## src/sv/gapp_ram.sv

```systemverilog
// Generic simple dual-port RAM: one write port, one read port, registered read.
// No dependencies.
module gapp_ram #(
    parameter int WIDTH = 8,
    parameter int DEPTH = 16
) (
    input  logic                     i_clk,
    input  logic                     i_we,
    input  logic [$clog2(DEPTH)-1:0] i_waddr,
    input  logic [WIDTH-1:0]         i_wdata,
    input  logic [$clog2(DEPTH)-1:0] i_raddr,
    output logic [WIDTH-1:0]         o_rdata
);
    logic [WIDTH-1:0] r_mem [DEPTH];
    logic [WIDTH-1:0] r_rdata;

    always_ff @(posedge i_clk) begin
        if (i_we) begin
            r_mem[i_waddr] <= i_wdata;
        end
        r_rdata <= r_mem[i_raddr];
    end

    assign o_rdata = r_rdata;
endmodule

```

## config.mk

```make
export PLATFORM = sky130hd
export DESIGN_NAME = gapp_ram
export DESIGN_NICKNAME = d
export VERILOG_FILES = /design/src/sv/gapp_ram.sv
export SDC_FILE = /design/constraint.sdc
export NUM_CORES = 1
export LEC_CHECK = 0
export BUFFER_PORTS_ARGS = -buffer_cell sky130_fd_sc_hd__buf_2
export CAP_MARGIN = 20
export CORE_ASPECT_RATIO = 1.5
export CORE_MARGIN = 3
export CORE_UTILIZATION = 47
export DETAILED_ROUTE_END_ITERATION = 7
export MAX_ROUTING_LAYER = met4
export PLACE_DENSITY_LB_ADDON = 0.12
export SYNTH_ARGS = -nofsm -noshare
export SYNTH_HDL_FRONTEND = slang
export SYNTH_SLANG_ARGS = --single-unit
```

## constraint.sdc

```tcl
create_clock -name i_clk -period 2.15 [get_ports i_clk]
set_input_delay 0.3225 -clock i_clk [delete_from_list [all_inputs] [get_ports i_clk]]
set_output_delay 0.3225 -clock i_clk [all_outputs]
set_load 0.02 [all_outputs]
```

# --- Word level (Yosys, flattened, before mapping) ---
# Memory sizes are Yosys's and may differ from the RTL's. A register that Yosys moved wholly into a read port is not among the register bits.
# Index checks and enable logic that the tools add are counted.
word_totals:
  ff_bits: 0
  ramBits: 128
  out_inout_bits: 8
  mem_count: 1
classes:
  muxes: 2
mem_list:
  columns: ["name", "words", "width", "rd", "rd_ports_with_merged_regs", "write_ports", "line_no", "source"]
  rows:
  - ["r_mem", 16, 8, 1, 1, 1, "14", "logic [WIDTH-1:0] r_mem [DEPTH];"]
op_table:
  columns: ["operator", "count"]
  rows:
  - ["$mux W1", 2]

# --- Logic depth before layout (Yosys ltp) ---
# Gate-level depths: netlist (run 1).
logic_depth:
  depth_word: 2
  ltp_mapped: 5
  mapped_depth_nobuf: 3

# --- Worst setup path after synthesis (run 1) ---
# No wires, ideal clock.
synth_timing:
  path_type: "input to register"
  startpoint: "input i_waddr[2]"
  endpoint: "memory r_mem[0][0] (enable)"
  setup_time_ns: 0.383
  arrival_ns: 1.432
  required_ns: 1.767
  setup_slack_ns: 0.335
  cell_stages: 2
  path_cell_list: "or3b_2 nor3_1"
synth_lines:
  columns: ["item", "line_no", "source"]
  rows:
  - ["start, declared", "9", "input logic [$clog2(DEPTH)-1:0] i_waddr,"]
  - ["end, declared", "14", null]
# Straight into the memory's write port.

==> flow_summary_export.csv, run 1 <==
group,metric,value,unit
power,switching_share,19.3,%
hold_path,min_path_type,"in -> reg",
sta,max_slew.worst_pin.slew,552,ps
status,outcome,"complete, no violations",
hold_path,worst_hold_path.endpoint,"r_mem[2][6]",
sta,hold_viol,0,
logic_synthesis,synth.avg_cell_area,22.5,um2
global_routing,grt_pass1_wl,15200,um
power,comb_power_share,4.9,%
logic_synthesis,synth_cell_type_count,19,
global_routing,busiest_layer,"met2",
sta,worst_slack,710,ps
layout,multi_input_area,0.00106,mm2
layout,areaGrowthSynthToFinish,19.2,%
power,power_leakage,2.10,nW
setup_path,cp_max_fo,7,
logic_synthesis,netlist_instances,229,
logic_synthesis,ys.flop_type,"edfxtp_1",
clocking,cts_buffers,17,
sta,fin_crit_sh,67.0,%
routing,drc,0,
clocking,htree_num_levels,4,
clocking,cts_resized,0,
setup_path,path_cells,"buf_2 -> buf_4 -> mux4_1 -> a22oi_1 -> nand2_1",
clocking,clk_path_buf_depth,2,
setup_path,rr_startpoint,"r_mem[1][1]",
logic_synthesis,syn_area,0.00515,mm2
sta,rsz0062_at_grt,"false",
setup_path,r2r_cells,3,
power,p_clk_share,45.9,%
layout,nets,304,
sta,relSlewSlack,63.1,%
sta,setup_viol,0,
routing,via_per_inst,5.50,
global_routing,grt_antenna_before_repair,0,
logic_synthesis,ys_warn_count,0,
routing,drt_iter0_drc,260,
placement,dpl_worst_slack,232,ps
setup_path,start_kind,"input pin",
setup_path,criticalPathCategory,"in -> reg",
logic_synthesis,synth_top_cell_by_area,"edfxtp_1",
placement,finalWeightedCongestion,0.714,
clocking,clk_latency,400,ps
die,core_area,0.0106,mm2
global_routing,grt_use_met2,28.8,%
die,dieArea,0.0123,mm2
clocking,path_clk_slew,60,ps
global_routing,grt_usage,18.0,%
placement,dp_hpwl,6470,um
clocking,cts_tree,"built",
logic_synthesis,synth_fp_nets,247,
routing,ant_nets,0,
logic_synthesis,yosysMostFrequentCell,"edfxtp_1",
routing,wl_per_cell,21.9,um
sta,setup_tns,0,ps
logic_synthesis,ys_async_sr_fraction,0,%
routing,vias,2437,
sta,max_freq,694,MHz
power,seqPwrFrac,49.2,%
setup_path,r2r-end,"o_rdata[1]",
setup_path,worstSetupEndpointType,"register",
sta,finalCriticalPeriod,1440,ps
global_routing,grt_pass1_vias,2533,
power,netSwitchingPower,0.00117,W
logic_synthesis,synth_edf_count,128,
power,p_per_area,988,mW/mm2
die,fp.dieW,91.4,um
job,maxCapViolations,0,
placement,dpl-instance-area,0.00556,mm2
setup_path,arrival,1720,ps
logic_synthesis,synth.area.top_cells,"edfxtp_1, mux4_2, mux4_1",
logic_synthesis,synth-seq-cells,136,
setup_path,critPathSlowestCell,"mux4_1",
logic_synthesis,netlist_top_cells_count,"edfxtp_1, mux4_2, a22oi_1, mux4_1, nor2_1",
layout,fin_area,0.00613,mm2
setup_path,max_stage_delay,590,ps
routing,dr.pass1.iters,4,
setup_path,cp_data_required_time,2430,ps
die,boundaryPins,26,
setup_path,worst-r2r-setup-slack,760,ps
sta,clock_skew,3.13,ps
logic_synthesis,yosysSeqAreaShare,77.8,%
die,die_h,134,um
die,rows,46,
die,initial_core_util,48.3,%
hold_path,hold_start,"i_wdata[6]",
hold_path,hold_path_depth,1,
layout,drive_gt1_share,30.4,%
sta,drv_slew,0,
routing,totalWireLength,9710,um
global_routing,use_met3,5.33,%
global_routing,grt_max_degree,33,
logic_synthesis,post-synth-top-area-fraction,74.7,%
layout,antenna_cells,0,
clocking,ctsHoldBuffers,0,
global_routing,use_met1,22.2,%
global_routing,grt_overflow,0,
layout,fillCellCount,797,
clocking,clockRootBuffer,"clkbuf_16",
placement,port_buffers,25,
layout,register_area,0.00400,mm2
clocking,cts_sinks,136,
power,irDropWorstVdd,589,uV
power,internal-power,0.00489,W
clocking,cts_setup_buffers,0,
-- stage by stage --
stage | hold WS, ps | std cells | util (%) | total power (W)
2_1_floorplan | 421 | 229 | - | 0.00320
3_3_place_gp | 660 | 411 | 52.3 | 0.00333
3_5_place_dp | 665 | 411 | 52.3 | 0.00334
4_1_cts | 285 | 443 | 57.6 | 0.00612
5_1_grt | 302 | 443 | 57.6 | 0.00628
6_report | 303 | 443 | 57.6 | 0.00606
-- routing by layer --
metal  vias up  share of wire (%)
met4         0                1.2
met1      1257                 40
li1       1088                  -
met2        84                 53
met5         -                  0
met3         8                5.8
-- how the worst max path moves through the flow --
stage | start | to | slack (ps) | depth (start not counted)
6_report | i_raddr[0] | o_rdata[1] | 710 | 5
5_1_grt | i_raddr[0] | o_rdata[1] | 610 | 5
4_1_cts | i_raddr[0] | o_rdata[1] | 670 | 5
3_5_place_dp | i_raddr[0] | o_rdata[1] | 230 | 5
3_3_place_gp | i_raddr[0] | o_rdata[1] | 250 | 5
2_1_floorplan | i_waddr[2] | r_mem[0][0] | 330 | 2
-- critical path: cells and delay by family --
family	cells	cell delay (ps)
mux	1	590
simple gates	1	110
compound gates	1	270
buf+inv	2	420
-- placed cells by master (no fill, tap or decap), types with 2 or more instances in the layout --
master     count
buf_2         25
nand2b_1       2
mux4_2        18
clkbuf_16     17
buf_12         2
bufinv_16      3
clkbuf_1       3
a22oi_1       16
edfxtp_1     128
nand2_1        9
nor3_1         4
clkinv_2       3
nor2_1        13
mux4_1        14
dfxtp_1        8
clkinv_1       5
nand3b_1       2
buf_4         21
-- registers in the layout, summed over array words and instances (netlist names) --
name     cells
r_mem      128
o_rdata      8
-- final cells by class --
type / count / share of cell area, %
repair buffers: 48 / 5.26
clock buffers: 20 / 7.12
flip-flops and latches: 136 / 65.3
clock inverters: 12 / 2.16
multi-input cells: 83 / 17.2
well taps: 144 / 2.94
-- cell families (layout without fill, tap and decap cells) --
| kind of cell | Yosys count | in the layout | synth area share, % |
|---|---|---|---|
| simple gates | 35 | 35 | 3.18 |
| compound gates | 16 | 16 | 2.33 |
| flops | 136 | 136 | 77.8 |
| buf+inv | 10 | 80 | 1.68 |
| mux | 32 | 32 | 15.0 |
-- power groups by stage --
| stage | logic [W] | registers, W | clock network, W |
|---|---|---|---|
| after floorplan | 0.000150 | 0.00305 | 0 |
| after global placement | 0.000299 | 0.00303 | 0 |
| after detailed placement | 0.000301 | 0.00304 | 0 |
| after CTS | 0.000302 | 0.00298 | 0.00283 |
| after global routing | 0.000321 | 0.00298 | 0.00297 |
| final | 0.000295 | 0.00298 | 0.00278 |
(Power assumes the default switching activity.)
==> inputs of run 2 (changes only) <==
==> constraint.sdc (replaced) <==
create_clock -name i_clk -period 1.2 [get_ports i_clk]
set_input_delay 0.18 -clock i_clk [delete_from_list [all_inputs] [get_ports i_clk]]
set_output_delay 0.18 -clock i_clk [all_outputs]
set_load 0.02 [all_outputs]
==> run 2 against run 1 <==
The run now ends with negative setup slack left. Setup slack got worse by 760 ps. Largest cell class unchanged. Critical path type is now reg -> reg. Utilization increased by 1.9 points. Non-clock buffer count is 12 higher. Worst hold slack got worse by 140 ps.
==> flow_summary_export.csv, run 2 (synthesis results as in run 1) <==
group,metric,value,unit
status,outcome,"finished with violations",
status,violations,"negative setup slack",
die,rows,46,
die,fp.dieW,91.4,um
sta,setup_tns,-158,ps
sta,clock_skew,5.83,ps
clocking,ctsHoldBuffers,0,
sta,max_slew.worst_pin.slew,956,ps
setup_path,worstSetupEndpointType,"register",
power,power_leakage,2.14,nW
setup_path,cp_max_fo,1,
routing,wl_per_cell,21.6,um
hold_path,min_path_type,"in -> reg",
global_routing,grt_pass1_vias,2637,
layout,layout_common_cells,"edfxtp_1, mux4_2, buf_4, buf_2, clkbuf_16",
routing,drc,0,
sta,rsz0062_at_grt,"true",
sta,fin_crit_sh,105,%
layout,antenna_cells,0,
placement,finalWeightedCongestion,0.735,
routing,via_per_inst,5.35,
setup_path,cp_data_required_time,1490,ps
die,die_h,134,um
setup_path,criticalPathCategory,"reg -> reg",
global_routing,grt_overflow,0,
sta,setup_viol,8,
routing,drt_iter0_drc,161,
layout,layout_commonest_cell,"edfxtp_1",
routing,totalWireLength,9830,um
clocking,cts_sinks,136,
clocking,cts_setup_buffers,0,
die,initial_core_util,48.3,%
layout,largest_reg_flops,128,
layout,drive_gt1_share,45.3,%
power,irDropWorstVdd,1160,uV
sta,drv_slew,0,
power,p_per_area,1770,mW/mm2
layout,utilization,59.5,%
placement,dp_hpwl,6760,um
routing,ant_nets,0,
die,boundaryPins,26,
clocking,cts_buffers,17,
die,dieArea,0.0123,mm2
job,maxCapViolations,0,
placement,port_buffers,25,
sta,max_freq,797,MHz
setup_path,start_kind,"register",
routing,dr.pass1.iters,4,
die,core_area,0.0106,mm2
clocking,clk_path_buf_depth,2,
power,p_total,0.0112,W
global_routing,grt_pass1_wl,15800,um
global_routing,grt_antenna_before_repair,0,
layout,areaGrowthSynthToFinish,23.0,%
sta,finalCriticalPeriod,1250,ps
layout,register_area,0.00400,mm2
clocking,clk_latency,410,ps
global_routing,grt_max_degree,20,
clocking,clockRootBuffer,"clkbuf_16",
layout,multi_input_area,0.00111,mm2
layout,fillCellCount,774,
sta,hold_viol,0,
routing,vias,2436,
global_routing,grt_usage,18.5,%
clocking,path_clk_slew,60,ps
clocking,htree_num_levels,4,
sta,relSlewSlack,36.2,%
layout,nets,316,
sta,worst_slack,-54.4,ps
layout,largest-register,"r_mem",
clocking,cts_tree,"built",
setup_path,arrival,1540,ps
sta,whs,159,ps
placement,dpl_worst_slack,-316,ps
run 2: stage by stage:
step | cells | instance area (um2)
6_report | 455 | 6330
5_1_grt | 455 | 6330
4_1_cts | 455 | 6320
3_5_place_dp | 423 | 5670
2_1_floorplan | 229 | 5180
3_3_place_gp | 423 | 5670
run 2: layer usage:
metal | up-vias | GRT usage (%) | share of wire, %
met5 | - | - | 0
met2 | 66 | 29.8 | 54
li1 | 1099 | - | -
met3 | 8 | 5.16 | 5.0
met1 | 1263 | 23.0 | 40
met4 | 0 | 5.79 | 0.96
run 2: area by class of cell:
type | instances | share of cell area, %
Sequential cell | 136 | 63.2
Multi-Input combinational cell | 83 | 17.5
Clock buffer | 21 | 7.43
Timing Repair Buffer | 60 | 6.72
Tap cell | 144 | 2.85
Clock inverter | 11 | 2.29
run 2: critical path: stages, from the launching register on:
cell      delay (ps)
edfxtp_1         370
mux4_2           480
a22oi_2          200
nand2_1           80
run 2: report_power, final:
group | internal, W | switching, W
registers | 0.00531 | 0.0000304
logic | 0.000257 | 0.000337
clock network | 0.00343 | 0.00185
total | 0.00900 | 0.00221
run 2: worst paths after layout:
| kind | startpoint | endpoint | slack, ps | cells after the start |
|---|---|---|---|---|
| worst min register to register | r_mem[15][4] | o_rdata[4] | 680 | 3 |
| worst max register to register | r_mem[2][6] | o_rdata[6] | -50 | 3 |
| worst min-delay path | i_wdata[5] | r_mem[7][5] | 160 | 1 |
| worst max-delay path | r_mem[2][6] | o_rdata[6] | -50 | 3 |
run 2: what timing repair did:
action                                  CTS  global route
pin swaps                                 4             2
gates resized for setup                   8             3
endpoints found under the setup margin    8             8
